==> config.mk <==
export PLATFORM = sky130hd
export DESIGN_NAME = three_stacks_shared_memory
export DESIGN_NICKNAME = d
export VERILOG_FILES = /design/src/rtl/core/tsm_pkg.sv /design/src/rtl/core/tsm_ctrl.sv /design/src/rtl/core/tsm_datapath.sv /design/src/rtl/core/three_stacks_shared_memory.sv
export SDC_FILE = /design/constraint.sdc
export NUM_CORES = 2
export LEC_CHECK = 0
export BUFFER_PORTS_ARGS = -buffer_cell sky130_fd_sc_hd__buf_2
export CORE_ASPECT_RATIO = 0.8
export CORE_MARGIN = 2
export CORE_UTILIZATION = 40
export DETAILED_ROUTE_END_ITERATION = 7
export HOLD_SLACK_MARGIN = 0.1
export SYNTH_ARGS = -nofsm -noshare
export SYNTH_HDL_FRONTEND = slang
export SYNTH_SLANG_ARGS = --single-unit
export TNS_END_PERCENT = 10
==> constraint.sdc <==
create_clock -name clk -period 10.2 [get_ports clk]
set_clock_uncertainty 0.15 [all_clocks]
set_input_delay 2.04 -clock clk [delete_from_list [all_inputs] [get_ports clk]]
set_output_delay 2.04 -clock clk [all_outputs]
set_load 0.02 [all_outputs]
==> src/rtl/core/tsm_pkg.sv <==
`timescale 1ns / 1ps
`default_nettype none
// ---------------------------------------------------------------------------
// tsm_pkg
// Shared constants, codes and types for the three-stack shared memory block.
// ---------------------------------------------------------------------------
package tsm_pkg;

  // Geometry of the shared store
  localparam int SEGMENT_DEPTH = 32;
  localparam int NUM_STACKS    = 3;
  localparam int STORE_WORDS   = NUM_STACKS * SEGMENT_DEPTH;
  localparam int ADDR_W        = $clog2(STORE_WORDS);
  localparam int FILL_W        = $clog2(SEGMENT_DEPTH + 1);

  // Port field widths
  localparam int CMD_W   = 2;
  localparam int SN_W    = 2;
  localparam int DATA_W  = 32;
  localparam int STAT_W  = 2;
  localparam int COUNT_W = 6;
  localparam int EXT_W   = FILL_W + COUNT_W;

  typedef enum logic [CMD_W-1:0] {
    CMD_PUSH = 2'd0,
    CMD_POP  = 2'd1,
    CMD_PEEK = 2'd2,
    CMD_SIZE = 2'd3
  } cmd_t;

  typedef enum logic [STAT_W-1:0] {
    ST_OK    = 2'd0,
    ST_EMPTY = 2'd1,
    ST_FULL  = 2'd2
  } status_t;

  // Controller to datapath commands
  typedef struct packed {
    logic capture;   // latch the incoming word
    logic exec;      // run the memory access and count update
    logic load_out;  // move the finished result into the output register
  } tsm_ctl_t;

  // Low bits of a fill count as reported on the port
  function automatic logic [COUNT_W-1:0] tsm_fill_out(input logic [FILL_W-1:0] fill);
    logic [EXT_W-1:0] ext;
    ext = EXT_W'(fill);
    return ext[COUNT_W-1:0];
  endfunction

endpackage
`default_nettype wire

==> src/rtl/core/tsm_ctrl.sv <==
`timescale 1ns / 1ps
`default_nettype none
// ---------------------------------------------------------------------------
// tsm_ctrl
// Sequencer: accept a word, run one store access, hand the result to the
// output register and track its valid flag.
// ---------------------------------------------------------------------------
module tsm_ctrl (
  input  wire logic              clk,
  input  wire logic              rst,
  input  wire logic              in_valid,
  output logic                   in_stall,
  output logic                   out_valid,
  input  wire logic              out_stall,
  output tsm_pkg::tsm_ctl_t      ctl
);
  import tsm_pkg::*;

  typedef enum logic [1:0] {
    S_IDLE,
    S_EXEC,
    S_RESP
  } state_t;

  state_t state;
  state_t state_next;
  logic   out_free;

  assign out_free = !out_valid || !out_stall;
  assign in_stall = (state != S_IDLE);

  // Decode commands for the datapath
  always_comb begin
    state_next   = state;
    ctl.capture  = 1'b0;
    ctl.exec     = 1'b0;
    ctl.load_out = 1'b0;
    unique case (state)
      S_IDLE: begin
        if (in_valid) begin
          ctl.capture = 1'b1;
          state_next  = S_EXEC;
        end
      end
      S_EXEC: begin
        ctl.exec   = 1'b1;
        state_next = S_RESP;
      end
      S_RESP: begin
        if (out_free) begin
          ctl.load_out = 1'b1;
          state_next   = S_IDLE;
        end
      end
      default: state_next = S_IDLE;
    endcase
  end

  // Hold state and the output valid flag
  always_ff @(posedge clk) begin
    if (rst) begin
      state     <= S_IDLE;
      out_valid <= 1'b0;
    end else begin
      state <= state_next;
      if (ctl.load_out) begin
        out_valid <= 1'b1;
      end else if (!out_stall) begin
        out_valid <= 1'b0;
      end
    end
  end

endmodule
`default_nettype wire

==> src/rtl/core/tsm_datapath.sv <==
`timescale 1ns / 1ps
`default_nettype none
// ---------------------------------------------------------------------------
// tsm_datapath
// Input word register, per-stack fill counters, the shared segment store
// with a registered read port, and the output register.
// ---------------------------------------------------------------------------
module tsm_datapath (
  input  wire logic                                clk,
  input  wire logic                                rst,
  input  wire tsm_pkg::tsm_ctl_t                   ctl,
  input  wire logic [tsm_pkg::CMD_W-1:0]           command,
  input  wire logic [tsm_pkg::SN_W-1:0]            stack_number,
  input  wire logic signed [tsm_pkg::DATA_W-1:0]   push_value,
  output logic signed [tsm_pkg::DATA_W-1:0]        read_value,
  output logic [tsm_pkg::STAT_W-1:0]               status,
  output logic [tsm_pkg::COUNT_W-1:0]              fill_count
);
  import tsm_pkg::*;

  // Captured word
  cmd_t                cmd_q;
  logic [SN_W-1:0]     sn_q;
  logic [DATA_W-1:0]   val_q;

  // Stack state and store
  logic [FILL_W-1:0]   fill_q [NUM_STACKS];
  logic [DATA_W-1:0]   mem [STORE_WORDS];
  logic [DATA_W-1:0]   mem_rd;

  // Result waiting for the output register
  status_t             pend_status;
  logic [FILL_W-1:0]   pend_fill;
  logic                pend_mem;

  // Decode results
  logic                sn_ok;
  logic [FILL_W-1:0]   fill_sel;
  logic                empty;
  logic                full;
  logic [ADDR_W-1:0]   base;
  logic [ADDR_W-1:0]   wr_addr;
  logic [ADDR_W-1:0]   rd_addr;
  logic                do_wr;
  logic                do_rd;
  logic                fill_upd;
  logic [FILL_W-1:0]   fill_new;
  status_t             res_status;
  logic [FILL_W-1:0]   res_fill;
  logic                res_mem;

  // Capture the accepted word
  always_ff @(posedge clk) begin
    if (ctl.capture) begin
      cmd_q <= cmd_t'(command);
      sn_q  <= stack_number;
      val_q <= push_value;
    end
  end

  // Select the addressed stack and form store addresses
  always_comb begin
    sn_ok    = (sn_q < SN_W'(NUM_STACKS));
    fill_sel = sn_ok ? fill_q[sn_q] : '0;
    empty    = (fill_sel == '0);
    full     = (fill_sel == FILL_W'(SEGMENT_DEPTH));
    base     = ADDR_W'(sn_q * SEGMENT_DEPTH);
    wr_addr  = base + ADDR_W'(fill_sel);
    rd_addr  = wr_addr - ADDR_W'(1);
  end

  // Decode the command against the stack's fill count
  always_comb begin
    do_wr      = 1'b0;
    do_rd      = 1'b0;
    fill_upd   = 1'b0;
    fill_new   = fill_sel;
    res_status = ST_OK;
    res_fill   = '0;
    res_mem    = 1'b0;
    if (sn_ok) begin
      unique case (cmd_q)
        CMD_PUSH: begin
          if (full) begin
            res_status = ST_FULL;
            res_fill   = fill_sel;
          end else begin
            do_wr    = 1'b1;
            fill_upd = 1'b1;
            fill_new = fill_sel + FILL_W'(1);
            res_fill = fill_new;
          end
        end
        CMD_POP: begin
          if (empty) begin
            res_status = ST_EMPTY;
          end else begin
            do_rd    = 1'b1;
            fill_upd = 1'b1;
            fill_new = fill_sel - FILL_W'(1);
            res_fill = fill_new;
            res_mem  = 1'b1;
          end
        end
        CMD_PEEK: begin
          if (empty) begin
            res_status = ST_EMPTY;
          end else begin
            do_rd    = 1'b1;
            res_fill = fill_sel;
            res_mem  = 1'b1;
          end
        end
        CMD_SIZE: begin
          res_fill = fill_sel;
        end
        default: res_fill = '0;
      endcase
    end
  end

  // Update fill counters
  always_ff @(posedge clk) begin
    if (rst) begin
      fill_q <= '{default: '0};
    end else if (ctl.exec && fill_upd) begin
      fill_q[sn_q] <= fill_new;
    end
  end

  // Access the segment store
  always_ff @(posedge clk) begin
    if (ctl.exec && do_wr) begin
      mem[wr_addr] <= val_q;
    end
    if (ctl.exec && do_rd) begin
      mem_rd <= mem[rd_addr];
    end
  end

  // Hold the pending result
  always_ff @(posedge clk) begin
    if (ctl.exec) begin
      pend_status <= res_status;
      pend_fill   <= res_fill;
      pend_mem    <= res_mem;
    end
  end

  // Load the output register
  always_ff @(posedge clk) begin
    if (ctl.load_out) begin
      read_value <= pend_mem ? $signed(mem_rd) : '0;
      status     <= pend_status;
      fill_count <= tsm_fill_out(pend_fill);
    end
  end

endmodule
`default_nettype wire

==> src/rtl/core/three_stacks_shared_memory.sv <==
`timescale 1ns / 1ps
`default_nettype none
// ---------------------------------------------------------------------------
// three_stacks_shared_memory
// Three LIFO stacks in fixed segments of one shared store. Each word carries
// push, pop, peek or size for one stack and returns one result word.
//
//   Channel  Handshake            Fields
//   in       in_valid / in_stall  command, stack_number, push_value
//   out      out_valid / out_stall read_value, status, fill_count
//
// An accepted word is captured, then takes one store access with the count
// update, then is loaded into the output register. A new word is taken
// only once the previous result has been loaded; in_stall stays high
// until then. A held result in the output register blocks the final
// load and so also the next capture. Reset clears the fill counts and the
// output valid; the store contents are not cleared.
// ---------------------------------------------------------------------------
module three_stacks_shared_memory (
  input  wire logic                                clk,
  input  wire logic                                rst,
  input  wire logic                                in_valid,
  output logic                                     in_stall,
  input  wire logic [tsm_pkg::CMD_W-1:0]           command,
  input  wire logic [tsm_pkg::SN_W-1:0]            stack_number,
  input  wire logic signed [tsm_pkg::DATA_W-1:0]   push_value,
  output logic                                     out_valid,
  input  wire logic                                out_stall,
  output logic signed [tsm_pkg::DATA_W-1:0]        read_value,
  output logic [tsm_pkg::STAT_W-1:0]               status,
  output logic [tsm_pkg::COUNT_W-1:0]              fill_count
);
  import tsm_pkg::*;

  tsm_ctl_t ctl;

  tsm_ctrl u_ctrl (
    .clk       (clk),
    .rst       (rst),
    .in_valid  (in_valid),
    .in_stall  (in_stall),
    .out_valid (out_valid),
    .out_stall (out_stall),
    .ctl       (ctl)
  );

  tsm_datapath u_datapath (
    .clk          (clk),
    .rst          (rst),
    .ctl          (ctl),
    .command      (command),
    .stack_number (stack_number),
    .push_value   (push_value),
    .read_value   (read_value),
    .status       (status),
    .fill_count   (fill_count)
  );

endmodule
`default_nettype wire

==> results.cfg <==
[synthesis]
synthTopCellsByArea = edfxtp_1, nand2_1, mux2i_1
async_flop_share_pct = 0
ys_types = 96
yosysTopAreaCell = edfxtp_1
syn_avg_cell_area_um2 = 15.5
yosysTopAreaCellShare_pct = 75.1
synthFlopType = edfxtp_1
synth_fp_nets = 8294
ys_top_cells_by_count = edfxtp_1, nand2_1, a211oi_1, buf_2, nand3_1
ys_warn_count = 0
ys_ff_latch = 3210
synth_most_common_cell = edfxtp_1
synth_edf_count = 3189
synth_seq_area_share_pct = 75.4
synth_area_um2 = 128000
synth_cells = 8245

[timing]
hold_viol = 0
min_period_ns = 8.10
slew-limit-headroom_pct = -3.93
period_share_pct = 79.4
fmax_mhz = 123
worst_pin_slew_ns = 1.55
tns_ns = 0
grt_setup_unrepaired = false
setup_viol = 0
slew_viol_final = 3

[critical_path]
reg2reg_depth = 13
cp.required_ns = 10.74
rr_endpoint = u_datapath.mem_rd[3]
crit_path_end = u_datapath.mem_rd[3]
crit_top_cell = nor2b_1
r2r-start = u_datapath.sn_q[0]
crit_start = u_datapath.sn_q[0]
rrSetupSlack_ns = 2.10
end_kind = flop
cp_cell_sequence = nor2b_1 -> o2bb2ai_4 -> inv_8 -> ha_1 -> nor2b_1 -> mux2i_4 -> buf_4 -> nand2_8 -> mux2i_1 -> mux4_2 -> a211oi_1 -> a41oi_1 -> a31oi_1
slowest_delay_ns = 1.16
crit_arrival_ns = 8.65
crit_path_start_kind = flop
critical_path_class = flop to flop
crit_fanout = 71
cp_slowest_cell = a211oi_1

[finish]
drive_gt1_share_pct = 13.9
area_growth_pct = 12.7
finalInstanceArea_um2 = 144000
fill_cells = 27200
fin_nets = 8389

[outcome]
failed_checks = max-capacitance violations, max-slew violations
status = complete, but fails checks

[global_routing]
grt_max_degree = 135
track_usage_pct = 25.3
grt-ovfl-total = 0
grt_pass1_vias = 73500
antenna_found_initial = 51
grt_first_pass_wirelength_um = 581000

[floorplan]
io_pins = 82
core-area_um2 = 317000
num_rows = 185
start_util_pct = 40.2
fp.dieH_um = 509
die_w_um = 635
dieArea_um2 = 323000

[drt]
drt-pass1-iter-count = 6
antenna_left = 0
drt-initial-drc-count = 13500
drt_wl_total_um = 421000
drt-vias-per-instance = 6.18
drc = 0
vias = 79100
post_drt_wl_per_cell_um = 32.9

[placement]
io_buffers = 81
placed_area_um2 = 134000
place.gp.congestion = 0.929
hpwl_um = 229000

[power_and_ir_drop]
p_clk_share_pct = 41.6
internal-power_w = 0.0212
netSwitchingPower_w = 0.00604
power.share.combinational_pct = 4.9
cellPowerDensity_nw_per_um2 = 189
ir_drop_mv = 0.122
seqPwrFrac_pct = 53.5
switching_share_pct = 22.2
p_leak_nw = 45.6

[clocking]
cts_tree = done
cts_resized = 0
cts_root_buffer = clkbuf_16
ctsHoldBuffers = 0
cts_buffers = 315
clk_pin_slew_ns = 0.07
htree_num_levels = 5
clock_latency_ns = 0.91
clock-sinks = 3210
clockBufferDepth = 4
cts_setup_buffers = 0

[flow_run]
drv_cap = 2

[min_path]
hp-class = flop to flop
## through the flow
step	cells	utilization, %	setup WS, ns	hold slack (ns)	power (W)
after CTS	12800	45.3	2.38	0.271	0.0273
final	12800	45.3	2.10	0.270	0.0272
after global placement	12200	42.2	2.39	0.261	0.0161
after detailed placement	12200	42.2	2.43	0.257	0.0161
after global routing	12800	45.3	1.97	0.286	0.0278
after floorplan	8245	-	4.19	0.250	0.0155
## routing by layer
layer	part of all wire (%)	routed length [µm]	track usage, %
met4	3.8	16200	9.08
met3	14	60300	8.19
met2	42	178000	36.4
met5	0.060	253	0
met1	40	166000	35.9
## kinds of logic after synthesis
group                      Yosys count  synth area share (%)
AOI/OAI and AO/OA                 1550                  8.88
xor gates and xnor gates             7                0.0481
adders and majority gates            9                0.0883
buffers and inverters              619                  2.34
DFF                               3210                  75.4
muxes                              493                  5.01
and+or+nand+nor                   2357                  8.22
## worst min path at each step
| stage | from | endpoint | slack (ns) | cells past startpoint |
|---|---|---|---|---|
| after global placement | u_datapath.pend_status[0] | u_datapath.status[0] | 0.26 | 0 |
| final | u_datapath.pend_fill[3] | u_datapath.fill_count[3] | 0.27 | 0 |
| after floorplan | u_datapath.pend_fill[0] | u_datapath.fill_count[0] | 0.25 | 0 |
| after detailed placement | u_datapath.pend_fill[3] | u_datapath.fill_count[3] | 0.26 | 0 |
| after CTS | u_datapath.pend_fill[3] | u_datapath.fill_count[3] | 0.27 | 0 |
| after global routing | u_datapath.pend_fill[3] | u_datapath.fill_count[3] | 0.29 | 0 |
## cell usage in the layout (no fill, tap or decap), types with 58 or more instances in the layout
cell type,count
edfxtp_1,3189
nand2_1,1413
a211oi_1,345
clkbuf_16,321
mux2i_1,296
nand3_1,294
a311oi_1,280
buf_4,272
a21oi_1,246
o21ai_0,167
nor2b_1,160
and3_1,139
a31oi_1,121
mux4_2,104
nor2_4,98
mux2_2,88
buf_2,81
clkinv_1,71
a221oi_1,62
nor2_1,61
clkinv_2,58
## worst max-delay path, delay by kind of cell (launching register included)
| family | cells | cell delay, ns |
|---|---|---|
| AOI/OAI and AO/OA | 4 | 2.57 |
| DFF | 1 | 1.09 |
| adders and majority gates | 1 | 0.44 |
| buffers and inverters | 2 | 0.92 |
| and+or+nand+nor | 3 | 1.55 |
| muxes | 3 | 0.98 |
## cell type report
type	count	area [µm²]	area share, %
clock buffer	375	8240	5.73
multi-input combinational	4416	29400	20.5
antenna	11	27.5	0.0191
tap	4207	5260	3.66
sequential	3210	96200	66.9
timing repair buffer	387	3100	2.16
clock inverter	179	1520	1.06
inverter	10	45.0	0.0313
## sequential cells by signal, indices dropped and copies added (netlist names)
name / count
u_datapath.fill_count: 6
u_datapath.read_value: 32
u_datapath.mem: 3072
u_datapath.fill_q: 18
u_datapath.status: 2
u_datapath.val_q: 32
u_datapath.pend_fill: 6
u_datapath.pend_mem: 1
u_datapath.pend_status: 2
u_ctrl.state: 2
u_ctrl.out_valid: 1
u_datapath.sn_q: 2
u_datapath.cmd_q: 2
u_datapath.mem_rd: 32
## power by group through the flow
stage | Sequential [W] | Clock (W) | Combinational, W
6_report | 0.0146 | 0.0113 | 0.00133
5_1_grt | 0.0146 | 0.0119 | 0.00136
4_1_cts | 0.0146 | 0.0114 | 0.00128
3_5_place_dp | 0.0149 | 0 | 0.00128
3_3_place_gp | 0.0149 | 0 | 0.00125
2_1_floorplan | 0.0150 | 0 | 0.000517
Power figures use the tool's default switching activity.
